[src/hw/rtl/edd_pkg.sv]
// ============================================================================
// edd_pkg - shared types and constants of the error diffusion distributor
// Register map codes, derived-matrix bundle, derivation FSM states, widths.
// ============================================================================
`default_nettype none

package edd_pkg;

    localparam int STORED_DIM  = 5;      // weight rows/cols held in registers
    localparam int WEIGHT_W    = 4;
    localparam int ROW_W       = STORED_DIM * WEIGHT_W;
    localparam int IMG_W       = 13;
    localparam int ERR_W       = 9;
    localparam int PLANE_W     = 2;
    localparam int SHARE_W     = 9;
    localparam int SUM_W       = 9;      // at most 25 * 15
    localparam int IDX_W       = 3;      // matrix row/col index, dim up to 8
    localparam int NUM_W       = 13;     // sum/2 + w*err, signed
    localparam int MAG_W       = 12;     // |numerator| < 4096
    localparam int RECIP_SHIFT = 21;     // MAG_W + 9 (sum < 512)
    localparam int RECIP_W     = RECIP_SHIFT + 1;
    localparam int DIV_CNT_W   = 5;
    localparam int APB_ADDR_W  = 5;
    localparam int APB_DATA_W  = 32;

    typedef enum logic [2:0] {
        REG_WEIGHT_0   = 3'd0,
        REG_WEIGHT_1   = 3'd1,
        REG_WEIGHT_2   = 3'd2,
        REG_WEIGHT_3   = 3'd3,
        REG_WEIGHT_4   = 3'd4,
        REG_IMAGE_ROWS = 3'd5,
        REG_IMAGE_COLS = 3'd6
    } reg_idx_t;

    typedef enum logic [1:0] {
        DRV_IDLE,
        DRV_SWEEP,
        DRV_DIVIDE
    } drv_state_t;

    typedef logic [STORED_DIM-1:0][ROW_W-1:0] weight_rows_t;

    // Matrix properties worked out after each weight write
    typedef struct packed {
        logic                 enable;   // matrix usable
        logic [SUM_W-1:0]     sum;
        logic [IDX_W-1:0]     crow;
        logic [IDX_W-1:0]     ccol;
        logic [RECIP_W-1:0]   recip;    // ceil(2^RECIP_SHIFT / sum)
    } mtx_info_t;

    // weight at (r, c); entries outside the stored 5x5 read as zero
    function automatic logic [WEIGHT_W-1:0] weight_at(weight_rows_t rows, int r, int c);
        logic [WEIGHT_W-1:0] w;
        w = '0;
        if (r < STORED_DIM && c < STORED_DIM)
        begin
            w = rows[r][WEIGHT_W*c +: WEIGHT_W];
        end
        return w;
    endfunction

endpackage

`default_nettype wire

[src/hw/rtl/error_diffusion_distributor.sv]
// ============================================================================
// error_diffusion_distributor - error diffusion neighbour update generator
// Spreads one pixel's quantization error over a configurable weight matrix
// and emits one (row, col, plane, share) update per cycle for pending items.
// ============================================================================
//
//  channel   direction  handshake              word
//  -------   ---------  ---------------------  -------------------------------
//  command   in         start && !busy         quant_error, mirror, pixel_row,
//                                              pixel_col, color_plane
//  update    out        update_strobe (1 clk)  target_row, target_col,
//                                              target_plane, share, last_update
//  config    in/out     APB, pready tied high  weight_row_0..4, image_rows/cols
//
//  Flow: the back end issues one update per cycle; an item has 1..24 updates
//  for a 5x5 matrix, whose top-left weight is zero, and the next item follows
//  with no gap. With the block idle, an accepted item's first update passes
//  through the front word, the queue, the issue mask and stages A and B
//  (share stage), in that order, before it is on the ports.
//  Items that produce no update are dropped by the front in their accept cycle.
//  After any weight write the block is busy while the matrix sweep and the
//  reciprocal division of the weight sum run; the division is skipped when
//  the new matrix is unusable.
//  Reset: asynchronous, active low; weights clear to zero (no updates), image
//  size to 4096; no derivation pass is needed after reset.
//  Stalls: the update side cannot stall; busy rises only during derivation or
//  when the two-word queue and the front word are both full.
//
`default_nettype none

module error_diffusion_distributor import edd_pkg::*; #(
    parameter int MATRIX_DIM = 5,
    parameter int COORD_BITS = 12,
    parameter int PIXEL_MAX  = 255
) (
    input  wire logic                          clk,
    input  wire logic                          rst_n,
    // command
    input  wire logic                          start,
    output logic                               busy,
    input  wire logic signed [ERR_W-1:0]       quant_error,
    input  wire logic                          mirror,
    input  wire logic        [COORD_BITS-1:0]  pixel_row,
    input  wire logic        [COORD_BITS-1:0]  pixel_col,
    input  wire logic        [PLANE_W-1:0]     color_plane,
    // updates
    output logic                               update_strobe,
    output logic             [COORD_BITS-1:0]  target_row,
    output logic             [COORD_BITS-1:0]  target_col,
    output logic             [PLANE_W-1:0]     target_plane,
    output logic signed      [SHARE_W-1:0]     share,
    output logic                               last_update,
    // configuration
    input  wire logic                          psel,
    input  wire logic                          penable,
    input  wire logic                          pwrite,
    input  wire logic        [APB_ADDR_W-1:0]  paddr,
    input  wire logic        [APB_DATA_W-1:0]  pwdata,
    output logic             [APB_DATA_W-1:0]  prdata,
    output logic                               pready
);

    localparam int N      = MATRIX_DIM * MATRIX_DIM;
    localparam int QW     = N + ERR_W + 1 + 2 * COORD_BITS + PLANE_W;
    localparam int QDEPTH = 2;

    weight_rows_t            weights;
    logic [IMG_W-1:0]        image_rows, image_cols;
    mtx_info_t               mtx;
    logic                    deriving;

    // front -> queue
    logic                    push;
    logic [N-1:0]            p_mask;
    logic signed [ERR_W-1:0] p_err;
    logic                    p_mirror;
    logic [COORD_BITS-1:0]   p_row, p_col;
    logic [PLANE_W-1:0]      p_plane;

    // queue -> back
    logic                    pop, q_full, q_empty;
    logic [QW-1:0]           q_din, q_dout;
    logic [N-1:0]            q_mask;
    logic signed [ERR_W-1:0] q_err;
    logic                    q_mirror;
    logic [COORD_BITS-1:0]   q_row, q_col;
    logic [PLANE_W-1:0]      q_plane;

    edd_cfg #(
        .MATRIX_DIM (MATRIX_DIM)
    ) u_cfg (
        .clk        (clk),
        .rst_n      (rst_n),
        .psel       (psel),
        .penable    (penable),
        .pwrite     (pwrite),
        .paddr      (paddr),
        .pwdata     (pwdata),
        .prdata     (prdata),
        .pready     (pready),
        .weights    (weights),
        .image_rows (image_rows),
        .image_cols (image_cols),
        .mtx        (mtx),
        .deriving   (deriving)
    );

    // front: accept, validate the error, mask off-image and zero entries
    edd_front #(
        .MATRIX_DIM (MATRIX_DIM),
        .COORD_BITS (COORD_BITS),
        .PIXEL_MAX  (PIXEL_MAX)
    ) u_front (
        .clk         (clk),
        .rst_n       (rst_n),
        .start       (start),
        .busy        (busy),
        .quant_error (quant_error),
        .mirror      (mirror),
        .pixel_row   (pixel_row),
        .pixel_col   (pixel_col),
        .color_plane (color_plane),
        .weights     (weights),
        .image_rows  (image_rows),
        .image_cols  (image_cols),
        .mtx         (mtx),
        .deriving    (deriving),
        .q_full      (q_full),
        .push        (push),
        .p_mask      (p_mask),
        .p_err       (p_err),
        .p_mirror    (p_mirror),
        .p_row       (p_row),
        .p_col       (p_col),
        .p_plane     (p_plane)
    );

    assign q_din = {p_mask, p_err, p_mirror, p_row, p_col, p_plane};
    assign {q_mask, q_err, q_mirror, q_row, q_col, q_plane} = q_dout;

    edd_fifo #(
        .WIDTH (QW),
        .DEPTH (QDEPTH)
    ) u_queue (
        .clk   (clk),
        .rst_n (rst_n),
        .push  (push),
        .din   (q_din),
        .pop   (pop),
        .dout  (q_dout),
        .full  (q_full),
        .empty (q_empty)
    );

    // back: one update per cycle, share by reciprocal multiply
    edd_back #(
        .MATRIX_DIM (MATRIX_DIM),
        .COORD_BITS (COORD_BITS)
    ) u_back (
        .clk           (clk),
        .rst_n         (rst_n),
        .q_empty       (q_empty),
        .q_mask        (q_mask),
        .q_err         (q_err),
        .q_mirror      (q_mirror),
        .q_row         (q_row),
        .q_col         (q_col),
        .q_plane       (q_plane),
        .pop           (pop),
        .weights       (weights),
        .mtx           (mtx),
        .update_strobe (update_strobe),
        .target_row    (target_row),
        .target_col    (target_col),
        .target_plane  (target_plane),
        .share         (share),
        .last_update   (last_update)
    );

    a_no_accept_while_deriving: assert property (@(posedge clk) disable iff (!rst_n)
        deriving |-> busy)
        else $error("error_diffusion_distributor: ready during matrix derivation");

endmodule

`default_nettype wire

[src/hw/rtl/edd_fifo.sv]
// ============================================================================
// edd_fifo - small word queue between front and back
// Register-based FIFO, combinational read of the head word.
// ============================================================================
`default_nettype none

module edd_fifo #(
    parameter int WIDTH = 8,
    parameter int DEPTH = 2
) (
    input  wire logic             clk,
    input  wire logic             rst_n,
    input  wire logic             push,
    input  wire logic [WIDTH-1:0] din,
    input  wire logic             pop,
    output logic      [WIDTH-1:0] dout,
    output logic                  full,
    output logic                  empty
);

    localparam int PW = (DEPTH > 1) ? $clog2(DEPTH) : 1;

    logic [WIDTH-1:0] mem_reg [DEPTH];
    logic [PW-1:0]    wr_ptr_reg, rd_ptr_reg;
    logic [PW:0]      count_reg;

    assign full  = (count_reg == (PW+1)'(DEPTH));
    assign empty = (count_reg == '0);
    assign dout  = mem_reg[rd_ptr_reg];

    always_ff @(posedge clk)
    begin
        if (push)
        begin
            mem_reg[wr_ptr_reg] <= din;
        end
    end

    always_ff @(posedge clk or negedge rst_n)
    begin
        if (!rst_n)
        begin
            wr_ptr_reg <= '0;
            rd_ptr_reg <= '0;
            count_reg  <= '0;
        end
        else
        begin
            if (push)
            begin
                wr_ptr_reg <= (wr_ptr_reg == PW'(DEPTH-1)) ? '0 : wr_ptr_reg + 1'b1;
            end
            if (pop)
            begin
                rd_ptr_reg <= (rd_ptr_reg == PW'(DEPTH-1)) ? '0 : rd_ptr_reg + 1'b1;
            end
            if (push && !pop)
            begin
                count_reg <= count_reg + 1'b1;
            end
            else if (pop && !push)
            begin
                count_reg <= count_reg - 1'b1;
            end
        end
    end

    a_no_overflow: assert property (@(posedge clk) disable iff (!rst_n)
        push |-> !full)
        else $error("edd_fifo: push into full queue");

    a_no_underflow: assert property (@(posedge clk) disable iff (!rst_n)
        pop |-> !empty)
        else $error("edd_fifo: pop from empty queue");

endmodule

`default_nettype wire

[src/hw/rtl/edd_cfg.sv]
// ============================================================================
// edd_cfg - APB register file and matrix derivation
// Holds weights and image size; after a weight write sweeps the matrix for sum
// and centre, then if usable runs a restoring division for the sum's reciprocal.
// ============================================================================
`default_nettype none

module edd_cfg import edd_pkg::*; #(
    parameter int MATRIX_DIM = 5
) (
    input  wire logic                  clk,
    input  wire logic                  rst_n,
    input  wire logic                  psel,
    input  wire logic                  penable,
    input  wire logic                  pwrite,
    input  wire logic [APB_ADDR_W-1:0] paddr,
    input  wire logic [APB_DATA_W-1:0] pwdata,
    output logic      [APB_DATA_W-1:0] prdata,
    output logic                       pready,
    output weight_rows_t               weights,
    output logic      [IMG_W-1:0]      image_rows,
    output logic      [IMG_W-1:0]      image_cols,
    output mtx_info_t                  mtx,
    output logic                       deriving
);

    localparam int N  = MATRIX_DIM * MATRIX_DIM;
    localparam int EW = $clog2(N);

    weight_rows_t          weight_reg;
    logic [IMG_W-1:0]      image_rows_reg, image_cols_reg;
    reg_idx_t              widx;
    logic [2:0]            row_sel;
    logic                  wr_fire;
    logic                  weight_wr;

    drv_state_t            state_reg, state_next;
    logic [EW-1:0]         k_reg, k_next;
    logic [IDX_W-1:0]      si_reg, si_next, sj_reg, sj_next;
    logic [SUM_W-1:0]      sum_reg, sum_next;
    logic                  found_reg, found_next;
    logic [IDX_W-1:0]      crow_reg, crow_next, ccol_reg, ccol_next;
    logic                  enable_reg, enable_next;
    logic [DIV_CNT_W-1:0]  div_cnt_reg, div_cnt_next;
    logic [SUM_W:0]        rem_reg, rem_next;
    logic [RECIP_SHIFT-1:0] quo_reg, quo_next;
    logic [RECIP_W-1:0]    recip_reg, recip_next;

    logic [WEIGHT_W-1:0]   wtab [N];
    logic [WEIGHT_W-1:0]   cur_w;
    logic [SUM_W+1:0]      rem_try;
    logic                  rem_ge;

    assign pready  = 1'b1;
    assign widx    = reg_idx_t'(paddr[APB_ADDR_W-1:2]);
    assign row_sel = paddr[APB_ADDR_W-1:2];
    assign wr_fire = psel && penable && pwrite;

    always_comb
    begin
        weight_wr = 1'b0;
        if (wr_fire)
        begin
            case (widx) inside
                REG_WEIGHT_0, REG_WEIGHT_1, REG_WEIGHT_2,
                REG_WEIGHT_3, REG_WEIGHT_4: weight_wr = 1'b1;
                default:                    weight_wr = 1'b0;
            endcase
        end
    end

    // register writes
    always_ff @(posedge clk or negedge rst_n)
    begin
        if (!rst_n)
        begin
            weight_reg     <= '0;
            image_rows_reg <= IMG_W'(4096);
            image_cols_reg <= IMG_W'(4096);
        end
        else if (wr_fire)
        begin
            unique case (widx) inside
                REG_WEIGHT_0, REG_WEIGHT_1, REG_WEIGHT_2,
                REG_WEIGHT_3, REG_WEIGHT_4: weight_reg[row_sel] <= pwdata[ROW_W-1:0];
                REG_IMAGE_ROWS:             image_rows_reg <= pwdata[IMG_W-1:0];
                REG_IMAGE_COLS:             image_cols_reg <= pwdata[IMG_W-1:0];
                default:                    ;
            endcase
        end
    end

    // read-back
    always_comb
    begin
        prdata = '0;
        unique case (widx) inside
            REG_WEIGHT_0, REG_WEIGHT_1, REG_WEIGHT_2,
            REG_WEIGHT_3, REG_WEIGHT_4: prdata = APB_DATA_W'(weight_reg[row_sel]);
            REG_IMAGE_ROWS:             prdata = APB_DATA_W'(image_rows_reg);
            REG_IMAGE_COLS:             prdata = APB_DATA_W'(image_cols_reg);
            default:                    prdata = '0;
        endcase
    end

    // matrix entries in raster order
    always_comb
    begin
        for (int i = 0; i < MATRIX_DIM; i++)
        begin
            for (int j = 0; j < MATRIX_DIM; j++)
            begin
                wtab[i*MATRIX_DIM + j] = weight_at(weight_reg, i, j);
            end
        end
    end

    assign cur_w   = wtab[k_reg];
    assign rem_try = {rem_reg, 1'b1};
    assign rem_ge  = (rem_try >= (SUM_W+2)'(sum_reg));

    always_ff @(posedge clk or negedge rst_n)
    begin
        if (!rst_n)
        begin
            state_reg   <= DRV_IDLE;
            k_reg       <= '0;
            si_reg      <= '0;
            sj_reg      <= '0;
            sum_reg     <= '0;
            found_reg   <= 1'b0;
            crow_reg    <= '0;
            ccol_reg    <= '0;
            enable_reg  <= 1'b0;
            div_cnt_reg <= '0;
            rem_reg     <= '0;
            quo_reg     <= '0;
            recip_reg   <= '0;
        end
        else
        begin
            state_reg   <= state_next;
            k_reg       <= k_next;
            si_reg      <= si_next;
            sj_reg      <= sj_next;
            sum_reg     <= sum_next;
            found_reg   <= found_next;
            crow_reg    <= crow_next;
            ccol_reg    <= ccol_next;
            enable_reg  <= enable_next;
            div_cnt_reg <= div_cnt_next;
            rem_reg     <= rem_next;
            quo_reg     <= quo_next;
            recip_reg   <= recip_next;
        end
    end

    always_comb
    begin
        state_next   = state_reg;
        k_next       = k_reg;
        si_next      = si_reg;
        sj_next      = sj_reg;
        sum_next     = sum_reg;
        found_next   = found_reg;
        crow_next    = crow_reg;
        ccol_next    = ccol_reg;
        enable_next  = enable_reg;
        div_cnt_next = div_cnt_reg;
        rem_next     = rem_reg;
        quo_next     = quo_reg;
        recip_next   = recip_reg;

        unique case (state_reg)
            DRV_IDLE:
            begin
            end
            DRV_SWEEP:
            begin
                if (cur_w != '0)
                begin
                    sum_next = sum_reg + SUM_W'(cur_w);
                    if (!found_reg)
                    begin
                        found_next = 1'b1;
                        if (sj_reg == '0)
                        begin
                            crow_next = si_reg - 1'b1;
                            ccol_next = IDX_W'(MATRIX_DIM - 1);
                        end
                        else
                        begin
                            crow_next = si_reg;
                            ccol_next = sj_reg - 1'b1;
                        end
                    end
                end
                if (k_reg == EW'(N - 1))
                begin
                    // top-left weight set, or no weight at all: matrix unusable
                    if (weight_at(weight_reg, 0, 0) != '0 || !(found_reg || cur_w != '0))
                    begin
                        state_next = DRV_IDLE;
                    end
                    else
                    begin
                        state_next   = DRV_DIVIDE;
                        div_cnt_next = '0;
                        rem_next     = '0;
                        quo_next     = '0;
                    end
                end
                else
                begin
                    k_next = k_reg + 1'b1;
                    if (sj_reg == IDX_W'(MATRIX_DIM - 1))
                    begin
                        sj_next = '0;
                        si_next = si_reg + 1'b1;
                    end
                    else
                    begin
                        sj_next = sj_reg + 1'b1;
                    end
                end
            end
            DRV_DIVIDE:
            begin
                // dividend is all ones: floor((2^K - 1)/sum) + 1 = ceil(2^K/sum)
                rem_next = rem_ge ? (SUM_W+1)'(rem_try - (SUM_W+2)'(sum_reg))
                                  : rem_try[SUM_W:0];
                quo_next = {quo_reg[RECIP_SHIFT-2:0], rem_ge};
                if (div_cnt_reg == DIV_CNT_W'(RECIP_SHIFT - 1))
                begin
                    recip_next  = RECIP_W'(quo_next) + 1'b1;
                    enable_next = 1'b1;
                    state_next  = DRV_IDLE;
                end
                else
                begin
                    div_cnt_next = div_cnt_reg + 1'b1;
                end
            end
            default:
            begin
                state_next = DRV_IDLE;
            end
        endcase

        // any weight write restarts the derivation
        if (weight_wr)
        begin
            state_next  = DRV_SWEEP;
            k_next      = '0;
            si_next     = '0;
            sj_next     = '0;
            sum_next    = '0;
            found_next  = 1'b0;
            enable_next = 1'b0;
        end
    end

    assign weights    = weight_reg;
    assign image_rows = image_rows_reg;
    assign image_cols = image_cols_reg;
    assign deriving   = (state_reg != DRV_IDLE);

    assign mtx.enable = enable_reg;
    assign mtx.sum    = sum_reg;
    assign mtx.crow   = crow_reg;
    assign mtx.ccol   = ccol_reg;
    assign mtx.recip  = recip_reg;

    a_write_starts_sweep: assert property (@(posedge clk) disable iff (!rst_n)
        weight_wr |=> (state_reg == DRV_SWEEP))
        else $error("edd_cfg: weight write did not restart derivation");

    a_disabled_while_deriving: assert property (@(posedge clk) disable iff (!rst_n)
        (state_reg != DRV_IDLE) |-> !enable_reg)
        else $error("edd_cfg: matrix enabled during derivation");

endmodule

`default_nettype wire

[src/hw/rtl/edd_front.sv]
// ============================================================================
// edd_front - item intake and classification
// Checks the error, builds the mask of in-image nonzero matrix entries and
// hands non-empty items to the queue.
// ============================================================================
`default_nettype none

module edd_front import edd_pkg::*; #(
    parameter int MATRIX_DIM = 5,
    parameter int COORD_BITS = 12,
    parameter int PIXEL_MAX  = 255
) (
    input  wire logic                          clk,
    input  wire logic                          rst_n,
    input  wire logic                          start,
    output logic                               busy,
    input  wire logic signed [ERR_W-1:0]       quant_error,
    input  wire logic                          mirror,
    input  wire logic        [COORD_BITS-1:0]  pixel_row,
    input  wire logic        [COORD_BITS-1:0]  pixel_col,
    input  wire logic        [PLANE_W-1:0]     color_plane,
    input  wire weight_rows_t                  weights,
    input  wire logic        [IMG_W-1:0]       image_rows,
    input  wire logic        [IMG_W-1:0]       image_cols,
    input  wire mtx_info_t                     mtx,
    input  wire logic                          deriving,
    input  wire logic                          q_full,
    output logic                               push,
    output logic [MATRIX_DIM*MATRIX_DIM-1:0]   p_mask,
    output logic signed [ERR_W-1:0]            p_err,
    output logic                               p_mirror,
    output logic [COORD_BITS-1:0]              p_row,
    output logic [COORD_BITS-1:0]              p_col,
    output logic [PLANE_W-1:0]                 p_plane
);

    localparam int N   = MATRIX_DIM * MATRIX_DIM;
    localparam int CW  = (COORD_BITS + 2 > IMG_W + 1) ? COORD_BITS + 2 : IMG_W + 1;
    localparam logic [CW-1:0] CLIM = CW'(1) << COORD_BITS;
    localparam logic [16:0]   PMAX = 17'(PIXEL_MAX);

    logic                   stg_valid_reg, stg_valid_next;
    logic [N-1:0]           mask_reg;
    logic signed [ERR_W-1:0] err_reg;
    logic                   mirror_reg;
    logic [COORD_BITS-1:0]  row_reg, col_reg;
    logic [PLANE_W-1:0]     plane_reg;

    logic                   accept;
    logic [ERR_W-1:0]       err_mag;
    logic                   err_ok;
    logic [CW-1:0]          lim_r, lim_c;
    logic [CW-1:0]          tr, tc;
    logic [MATRIX_DIM-1:0]  row_ok, col_ok;
    logic [N-1:0]           mask;
    logic                   keep;

    assign push   = stg_valid_reg && !q_full;
    assign busy   = deriving || (stg_valid_reg && q_full);
    assign accept = start && !busy;

    always_comb
    begin
        err_mag = quant_error[ERR_W-1] ? ERR_W'(-quant_error) : ERR_W'(quant_error);
        err_ok  = (quant_error != '0) && (17'(err_mag) <= PMAX);

        lim_r = (CW'(image_rows) > CLIM) ? CLIM : CW'(image_rows);
        lim_c = (CW'(image_cols) > CLIM) ? CLIM : CW'(image_cols);

        tr = '0;
        tc = '0;
        for (int i = 0; i < MATRIX_DIM; i++)
        begin
            tr = CW'(pixel_row) + CW'(i) - CW'(mtx.crow);
            row_ok[i] = !tr[CW-1] && (tr < lim_r);
        end
        for (int j = 0; j < MATRIX_DIM; j++)
        begin
            if (mirror)
            begin
                tc = CW'(pixel_col) + CW'(mtx.ccol) - CW'(j);
            end
            else
            begin
                tc = CW'(pixel_col) + CW'(j) - CW'(mtx.ccol);
            end
            col_ok[j] = !tc[CW-1] && (tc < lim_c);
        end
        for (int i = 0; i < MATRIX_DIM; i++)
        begin
            for (int j = 0; j < MATRIX_DIM; j++)
            begin
                mask[i*MATRIX_DIM + j] = (weight_at(weights, i, j) != '0)
                                         && row_ok[i] && col_ok[j];
            end
        end
        keep = mtx.enable && err_ok && (mask != '0);

        stg_valid_next = stg_valid_reg;
        if (accept)
        begin
            stg_valid_next = keep;
        end
        else if (push)
        begin
            stg_valid_next = 1'b0;
        end
    end

    always_ff @(posedge clk or negedge rst_n)
    begin
        if (!rst_n)
        begin
            stg_valid_reg <= 1'b0;
        end
        else
        begin
            stg_valid_reg <= stg_valid_next;
        end
    end

    always_ff @(posedge clk)
    begin
        if (accept)
        begin
            mask_reg   <= mask;
            err_reg    <= quant_error;
            mirror_reg <= mirror;
            row_reg    <= pixel_row;
            col_reg    <= pixel_col;
            plane_reg  <= color_plane;
        end
    end

    assign p_mask   = mask_reg;
    assign p_err    = err_reg;
    assign p_mirror = mirror_reg;
    assign p_row    = row_reg;
    assign p_col    = col_reg;
    assign p_plane  = plane_reg;

endmodule

`default_nettype wire

[src/hw/rtl/edd_back.sv]
// ============================================================================
// edd_back - update issue and share arithmetic
// Walks the set mask bits lowest first, one update per cycle; stage A forms
// target and numerator, stage B divides by reciprocal multiply.
// ============================================================================
`default_nettype none

module edd_back import edd_pkg::*; #(
    parameter int MATRIX_DIM = 5,
    parameter int COORD_BITS = 12
) (
    input  wire logic                              clk,
    input  wire logic                              rst_n,
    input  wire logic                              q_empty,
    input  wire logic [MATRIX_DIM*MATRIX_DIM-1:0]  q_mask,
    input  wire logic signed [ERR_W-1:0]           q_err,
    input  wire logic                              q_mirror,
    input  wire logic [COORD_BITS-1:0]             q_row,
    input  wire logic [COORD_BITS-1:0]             q_col,
    input  wire logic [PLANE_W-1:0]                q_plane,
    output logic                                   pop,
    input  wire weight_rows_t                      weights,
    input  wire mtx_info_t                         mtx,
    output logic                                   update_strobe,
    output logic [COORD_BITS-1:0]                  target_row,
    output logic [COORD_BITS-1:0]                  target_col,
    output logic [PLANE_W-1:0]                     target_plane,
    output logic signed [SHARE_W-1:0]              share,
    output logic                                   last_update
);

    localparam int N  = MATRIX_DIM * MATRIX_DIM;
    localparam int CW = COORD_BITS + 2;
    localparam int PW = ERR_W + WEIGHT_W + 1;

    // current item
    logic [N-1:0]            mask_reg, mask_next;
    logic signed [ERR_W-1:0] err_reg;
    logic                    mirror_reg;
    logic [COORD_BITS-1:0]   row_reg, col_reg;
    logic [PLANE_W-1:0]      plane_reg;

    // stage A
    logic                    a_valid_reg;
    logic [COORD_BITS-1:0]   a_row_reg, a_col_reg;
    logic [PLANE_W-1:0]      a_plane_reg;
    logic                    a_last_reg;
    logic signed [NUM_W-1:0] a_num_reg;

    // stage B / outputs
    logic                    strobe_reg;
    logic [COORD_BITS-1:0]   out_row_reg, out_col_reg;
    logic [PLANE_W-1:0]      out_plane_reg;
    logic                    out_last_reg;
    logic signed [SHARE_W-1:0] out_share_reg;

    logic                    active;
    logic [N-1:0]            low, rest;
    logic                    last;
    logic [IDX_W-1:0]        sel_i, sel_j;
    logic [WEIGHT_W-1:0]     sel_w;
    logic signed [PW-1:0]    wprod;
    logic signed [NUM_W-1:0] num;
    logic [CW-1:0]           tr_full, tc_full;

    logic                    num_neg;
    logic [NUM_W-1:0]        num_abs;
    logic [MAG_W+RECIP_W-1:0] prod;
    logic [SHARE_W-1:0]      quo;

    assign active = (mask_reg != '0);
    assign low    = mask_reg & (~mask_reg + 1'b1);   // lowest pending entry
    assign rest   = mask_reg & ~low;
    assign last   = (rest == '0);
    assign pop    = !q_empty && (!active || last);

    always_comb
    begin
        sel_i = '0;
        sel_j = '0;
        sel_w = '0;
        for (int i = 0; i < MATRIX_DIM; i++)
        begin
            for (int j = 0; j < MATRIX_DIM; j++)
            begin
                if (low[i*MATRIX_DIM + j])
                begin
                    sel_i = sel_i | IDX_W'(i);
                    sel_j = sel_j | IDX_W'(j);
                    sel_w = sel_w | weight_at(weights, i, j);
                end
            end
        end

        wprod   = $signed({1'b0, sel_w}) * err_reg;
        num     = NUM_W'(wprod + $signed(PW'(mtx.sum >> 1)));
        tr_full = CW'(row_reg) + CW'(sel_i) - CW'(mtx.crow);
        if (mirror_reg)
        begin
            tc_full = CW'(col_reg) + CW'(mtx.ccol) - CW'(sel_j);
        end
        else
        begin
            tc_full = CW'(col_reg) + CW'(sel_j) - CW'(mtx.ccol);
        end

        mask_next = mask_reg;
        if (pop)
        begin
            mask_next = q_mask;
        end
        else if (active)
        begin
            mask_next = rest;
        end
    end

    // truncating division: |num| * ceil(2^K/sum) >> K, sign reapplied
    always_comb
    begin
        num_neg = a_num_reg[NUM_W-1];
        num_abs = num_neg ? NUM_W'(-a_num_reg) : NUM_W'(a_num_reg);
        prod    = num_abs[MAG_W-1:0] * mtx.recip;
        quo     = prod[RECIP_SHIFT +: SHARE_W];
    end

    always_ff @(posedge clk or negedge rst_n)
    begin
        if (!rst_n)
        begin
            mask_reg    <= '0;
            a_valid_reg <= 1'b0;
            strobe_reg  <= 1'b0;
        end
        else
        begin
            mask_reg    <= mask_next;
            a_valid_reg <= active;
            strobe_reg  <= a_valid_reg;
        end
    end

    always_ff @(posedge clk)
    begin
        if (pop)
        begin
            err_reg    <= q_err;
            mirror_reg <= q_mirror;
            row_reg    <= q_row;
            col_reg    <= q_col;
            plane_reg  <= q_plane;
        end
        a_row_reg     <= tr_full[COORD_BITS-1:0];
        a_col_reg     <= tc_full[COORD_BITS-1:0];
        a_plane_reg   <= plane_reg;
        a_last_reg    <= last;
        a_num_reg     <= num;
        out_row_reg   <= a_row_reg;
        out_col_reg   <= a_col_reg;
        out_plane_reg <= a_plane_reg;
        out_last_reg  <= a_last_reg;
        out_share_reg <= num_neg ? -$signed(quo) : $signed(quo);
    end

    assign update_strobe = strobe_reg;
    assign target_row    = out_row_reg;
    assign target_col    = out_col_reg;
    assign target_plane  = out_plane_reg;
    assign share         = out_share_reg;
    assign last_update   = out_last_reg;

    a_issue_flows: assert property (@(posedge clk) disable iff (!rst_n)
        active |=> a_valid_reg ##1 strobe_reg)
        else $error("edd_back: pending entry did not reach the result port");

    a_one_pick: assert property (@(posedge clk) disable iff (!rst_n)
        active |-> $onehot(low))
        else $error("edd_back: issue picked other than one entry");

endmodule

`default_nettype wire
[config.mk]
export PLATFORM = sky130hd
export DESIGN_NAME = error_diffusion_distributor
export DESIGN_NICKNAME = d
export VERILOG_FILES = /design/src/hw/rtl/edd_pkg.sv /design/src/hw/rtl/error_diffusion_distributor.sv /design/src/hw/rtl/edd_fifo.sv /design/src/hw/rtl/edd_cfg.sv /design/src/hw/rtl/edd_front.sv /design/src/hw/rtl/edd_back.sv
export SDC_FILE = /design/constraint.sdc
export NUM_CORES = 2
export LEC_CHECK = 0
export BUFFER_PORTS_ARGS = -buffer_cell sky130_fd_sc_hd__buf_2
export CAP_MARGIN = 30
export CORE_MARGIN = 2
export CORE_UTILIZATION = 50
export DETAILED_ROUTE_END_ITERATION = 8
export MAX_ROUTING_LAYER = met4
export PLACE_DENSITY = 0.67
export REMOVE_ABC_BUFFERS = 1
export SYNTH_ARGS = -nofsm -noshare
export SYNTH_HDL_FRONTEND = slang
export SYNTH_SLANG_ARGS = --single-unit
[constraint.sdc]
create_clock -name clk -period 8.1 [get_ports clk]
set_input_delay 0.405 -clock clk [delete_from_list [all_inputs] [get_ports clk]]
set_output_delay 0.405 -clock clk [all_outputs]
set_load 0.02 [all_outputs]
==> impl_metrics.py <==
metrics = {
    "placement": {
        "hpwl_um": 82990,
        "post-place-ws_ns": 0.5516,
        "place_congestion": 0.9778,
        "numPortBuffers": 122,
    },
    "logic_synthesis": {
        "ys_seq_area_share_pct": 34.28,
        "synth_flop_cell": "dfrtp_1",
        "synth_top_cell_area_share_pct": 15.84,
        "avgSynthCellArea_um2": 9.942,
        "synth_area_um2": 41510,
        "async_reset_ff_share_pct": 45.37,
        "synthCells": 4175,
        "ys_seq_elements": 540,
        "synth_edf_count": 219,
        "ys_types": 102,
        "yosys.area.top_type": "edfxtp_1",
        "yosysWarnings": 0,
        "synth_area_leaders": "edfxtp_1 (16%), dfrtp_1 (15%), fa_1 (12%)",
    },
    "sta": {
        "final_max_slew_viol_count": 0,
        "timing.final.ws_setup_ns": 0.7375,
        "min_period_ns": 7.362,
        "min_period_over_period_pct": 90.89,
        "setup-violations-final": 0,
        "rsz0062_at_grt": "no",
        "max_clock_freq_mhz": 135.8,
        "clock_skew_ns": 0.02128,
        "finalHoldViolations": 0,
        "finalSetupTns_ns": 0,
        "max-slew-margin-rel_pct": 30.56,
        "whs_ns": 0.08798,
        "worst_pin_slew_ns": 1.042,
    },
    "global_route": {
        "grt_max_degree": 98,
        "grt_pass1_wl_um": 174600,
        "antenna_found_initial": 7,
        "grt_pass1_vias": 30720,
        "grt_overflow": 0,
        "track_usage_pct": 26.85,
    },
    "route": {
        "routed_via_density": 5.807,
        "ant_nets": 0,
        "drt_first_pass_iters": 6,
        "vias": 31060,
        "detail_route.iter0.violations": 2309,
        "routed_wl_um": 110500,
        "drc": 0,
        "wire_per_inst_um": 20.65,
    },
    "setup_path": {
        "crit_fanout": 19,
        "endpoint_kind": "register",
        "timing.critical_path.mode_cell": "fa_1",
        "reg2reg_from": "u_back.a_num_reg[3]$_DFF_P_",
        "slowest_stage": "fa_1",
        "start_kind": "register",
        "arrival_ns": 7.92,
        "endpoint": "u_back.share[8]$_DFF_P_",
        "r2r_cells": 23,
        "reg2reg_to": "u_back.share[8]$_DFF_P_",
        "r2r_slack_ns": 0.74,
        "worstSetupPathType": "register to register",
        "cp_cell_sequence": "or4_1, o21ai_1, nand2_1, xor2_1, buf_4, nand2_1, fa_1, inv_1, fa_1, fa_1, fa_1, fa_1, ha_1, nand3_1, o41ai_1, nand2b_1, a311oi_1, nor3b_1, nor2_1, xnor2_1, or3_1, o41ai_1, xnor2_1",
        "worstPathRequired_ns": 8.66,
        "max_stage_delay_ns": 0.57,
        "startpoint": "u_back.a_num_reg[3]$_DFF_P_",
    },
    "floorplanning": {
        "fp.dieW_um": 292.1,
        "core_area_um2": 82110,
        "boundaryPins": 150,
        "dieArea_um2": 85340,
        "die_h_um": 292.1,
        "num_rows": 105,
        "start_util_pct": 50.55,
    },
    "cts": {
        "clkTransAtPathRegs_ns": 0.06,
        "clk_latency_ns": 0.64,
        "cts_tree": "built",
        "cts_setup_buffers": 0,
        "cts_buffers": 59,
        "clock_path_buffers": 3,
        "h-tree-depth": 2,
        "cts_sinks": 540,
        "cts_root_buffer": "clkbuf_16",
    },
    "final_layout": {
        "layout-drive-gt1-share_pct": 12.45,
        "largest_register_ffs": 122,
        "area_growth_pct": 8.765,
        "nets": 4836,
    },
    "flow_run": {
        "drv_cap": 0,
    },
    "worst_hold_path": {
        "hp-class": "input pin to register",
    },
    "power": {
        "p_leak_uw": 0.01946,
        "ir_worst_vdd_v": 0.0002767,
        "power_density_nw_per_um2": 311.9,
    },
    "outcome": {
        "status": "finished, final reports clean",
    },
}
routing by layer:
metal / share of wire (%) / global-route usage (%) / vias to the layer above
met4: 4.0 / 9.429 / 0
met3: 6.1 / 3.768 / 226
met1: 42 / 33.75 / 15350
met5: 0 / - / -
li1: - / - / 14480
met2: 48 / 44.48 / 1007
critical path: cells and delay by family (launching register included):
family | cells | cell delay [ns]
xor gates and xnor gates | 3 | 0.47
and+or+nand+nor | 8 | 1.97
buffers and inverters | 2 | 0.34
adders and majority gates | 6 | 2.95
DFF | 1 | 0.32
AOI/OAI and AO/OA | 4 | 1.21
synth_stat cells, types with 131 or more instances:
master      n
nand2_1   489
inv_1     353
ha_1      294
dfrtp_1   243
fa_1      240
o21ai_0   220
edfxtp_1  219
nor2_1    214
xnor2_1   205
mux2_2    180
a21oi_1   167
clkbuf_1  131
where the power goes:
part           internal [uW]  total, uW  switching [uW]
clock                   1620       2760            1130
combinational           2790       7020            4230
sequential              3650       4300             657
total                   8060      14100            6020
timing repair:
action,CTS,global route
hold buffers,12,0
gates resized for setup,0,1
endpoints found under the hold margin,106,0
setup endpoints to repair,0,1
layout make-up:
type                            count  area (um2)
Antenna cell                        7       17.52
Tap cell                         1070        1339
Fill cell                        7146       36960
Clock buffer                       82        1693
Clock inverter                     28       302.8
Timing Repair Buffer              183        1156
Inverter                          354        1329
Sequential cell                   540       14240
Multi-Input combinational cell   3085       25080
cell usage in the layout (no fill, tap or decap), types with 25 or more instances in the layout:
cell | Yosys | layout
inv_1 | 353 | 352
mux4_2 | 33 | 33
nor2_1 | 214 | 211
o21ai_0 | 220 | 218
buf_2 | 24 | 121
ha_1 | 294 | 294
nand2b_1 | 31 | 30
nor4_1 | 43 | 43
nor3_1 | 82 | 82
xor2_1 | 115 | 115
and3_1 | 37 | 35
dfrtp_1 | 243 | 241
nand3_1 | 85 | 85
a21o_1 | 44 | 44
clkbuf_16 | 0 | 61
and2_1 | 53 | 53
buf_4 | 21 | 45
a21oi_1 | 167 | 167
mux2_2 | 180 | 180
nand4_1 | 29 | 29
xnor2_1 | 205 | 205
edfxtp_1 | 219 | 219
o21a_1 | 25 | 25
nand2_1 | 489 | 489
nor2b_1 | 101 | 101
mux2i_1 | 60 | 60
dfxtp_1 | 76 | 76
fa_1 | 240 | 240
worst min path at each step:
stage                                  start                              to  slack (ns)  cells past startpoint
2_1_floorplan                          rst_n    u_back.a_valid_reg$_DFF_PN0_        0.11                      0
3_3_place_gp   u_back.a_plane_reg[1]$_DFF_P_  u_back.target_plane[1]$_DFF_P_        0.31                      0
3_5_place_dp     u_back.a_col_reg[3]$_DFF_P_    u_back.target_col[3]$_DFF_P_        0.31                      0
4_1_cts                           pwdata[19]   u_cfg.weights[39]$_DFFE_PN0P_        0.05                      2
5_1_grt                           pwdata[13]   u_cfg.weights[13]$_DFFE_PN0P_        0.08                      2
6_report                          pwdata[19]   u_cfg.weights[39]$_DFFE_PN0P_        0.09                      2
per-stage QoR:
| stage | area [um2] | cells | power, uW | utilization (%) |
|---|---|---|---|---|
| 5_1_grt | 45150 | 5348 | 15140 | 54.98 |
| 6_report | 45150 | 5349 | 14080 | 54.99 |
| 3_3_place_gp | 42930 | 5215 | 11180 | 52.29 |
| 2_1_floorplan | 40620 | 3979 | 9083 | - |
| 3_5_place_dp | 43020 | 5220 | 11320 | 52.39 |
| 4_1_cts | 45130 | 5342 | 14150 | 54.96 |
kinds of logic (layout without fill, tap and decap cells):
kind of cell | count (synthesis) | after routing | synth area share, %
fa+ha+maj | 536 | 536 | 20.49
simple gates | 1257 | 1257 | 14.66
buf+inv | 561 | 647 | 5.450
compound gates | 684 | 684 | 10.17
flops | 540 | 540 | 34.28
mux | 274 | 274 | 8.147
xor+xnor | 321 | 321 | 6.791
other cells | 2 | 20 | 0.01809
(Power assumes the default switching activity.)
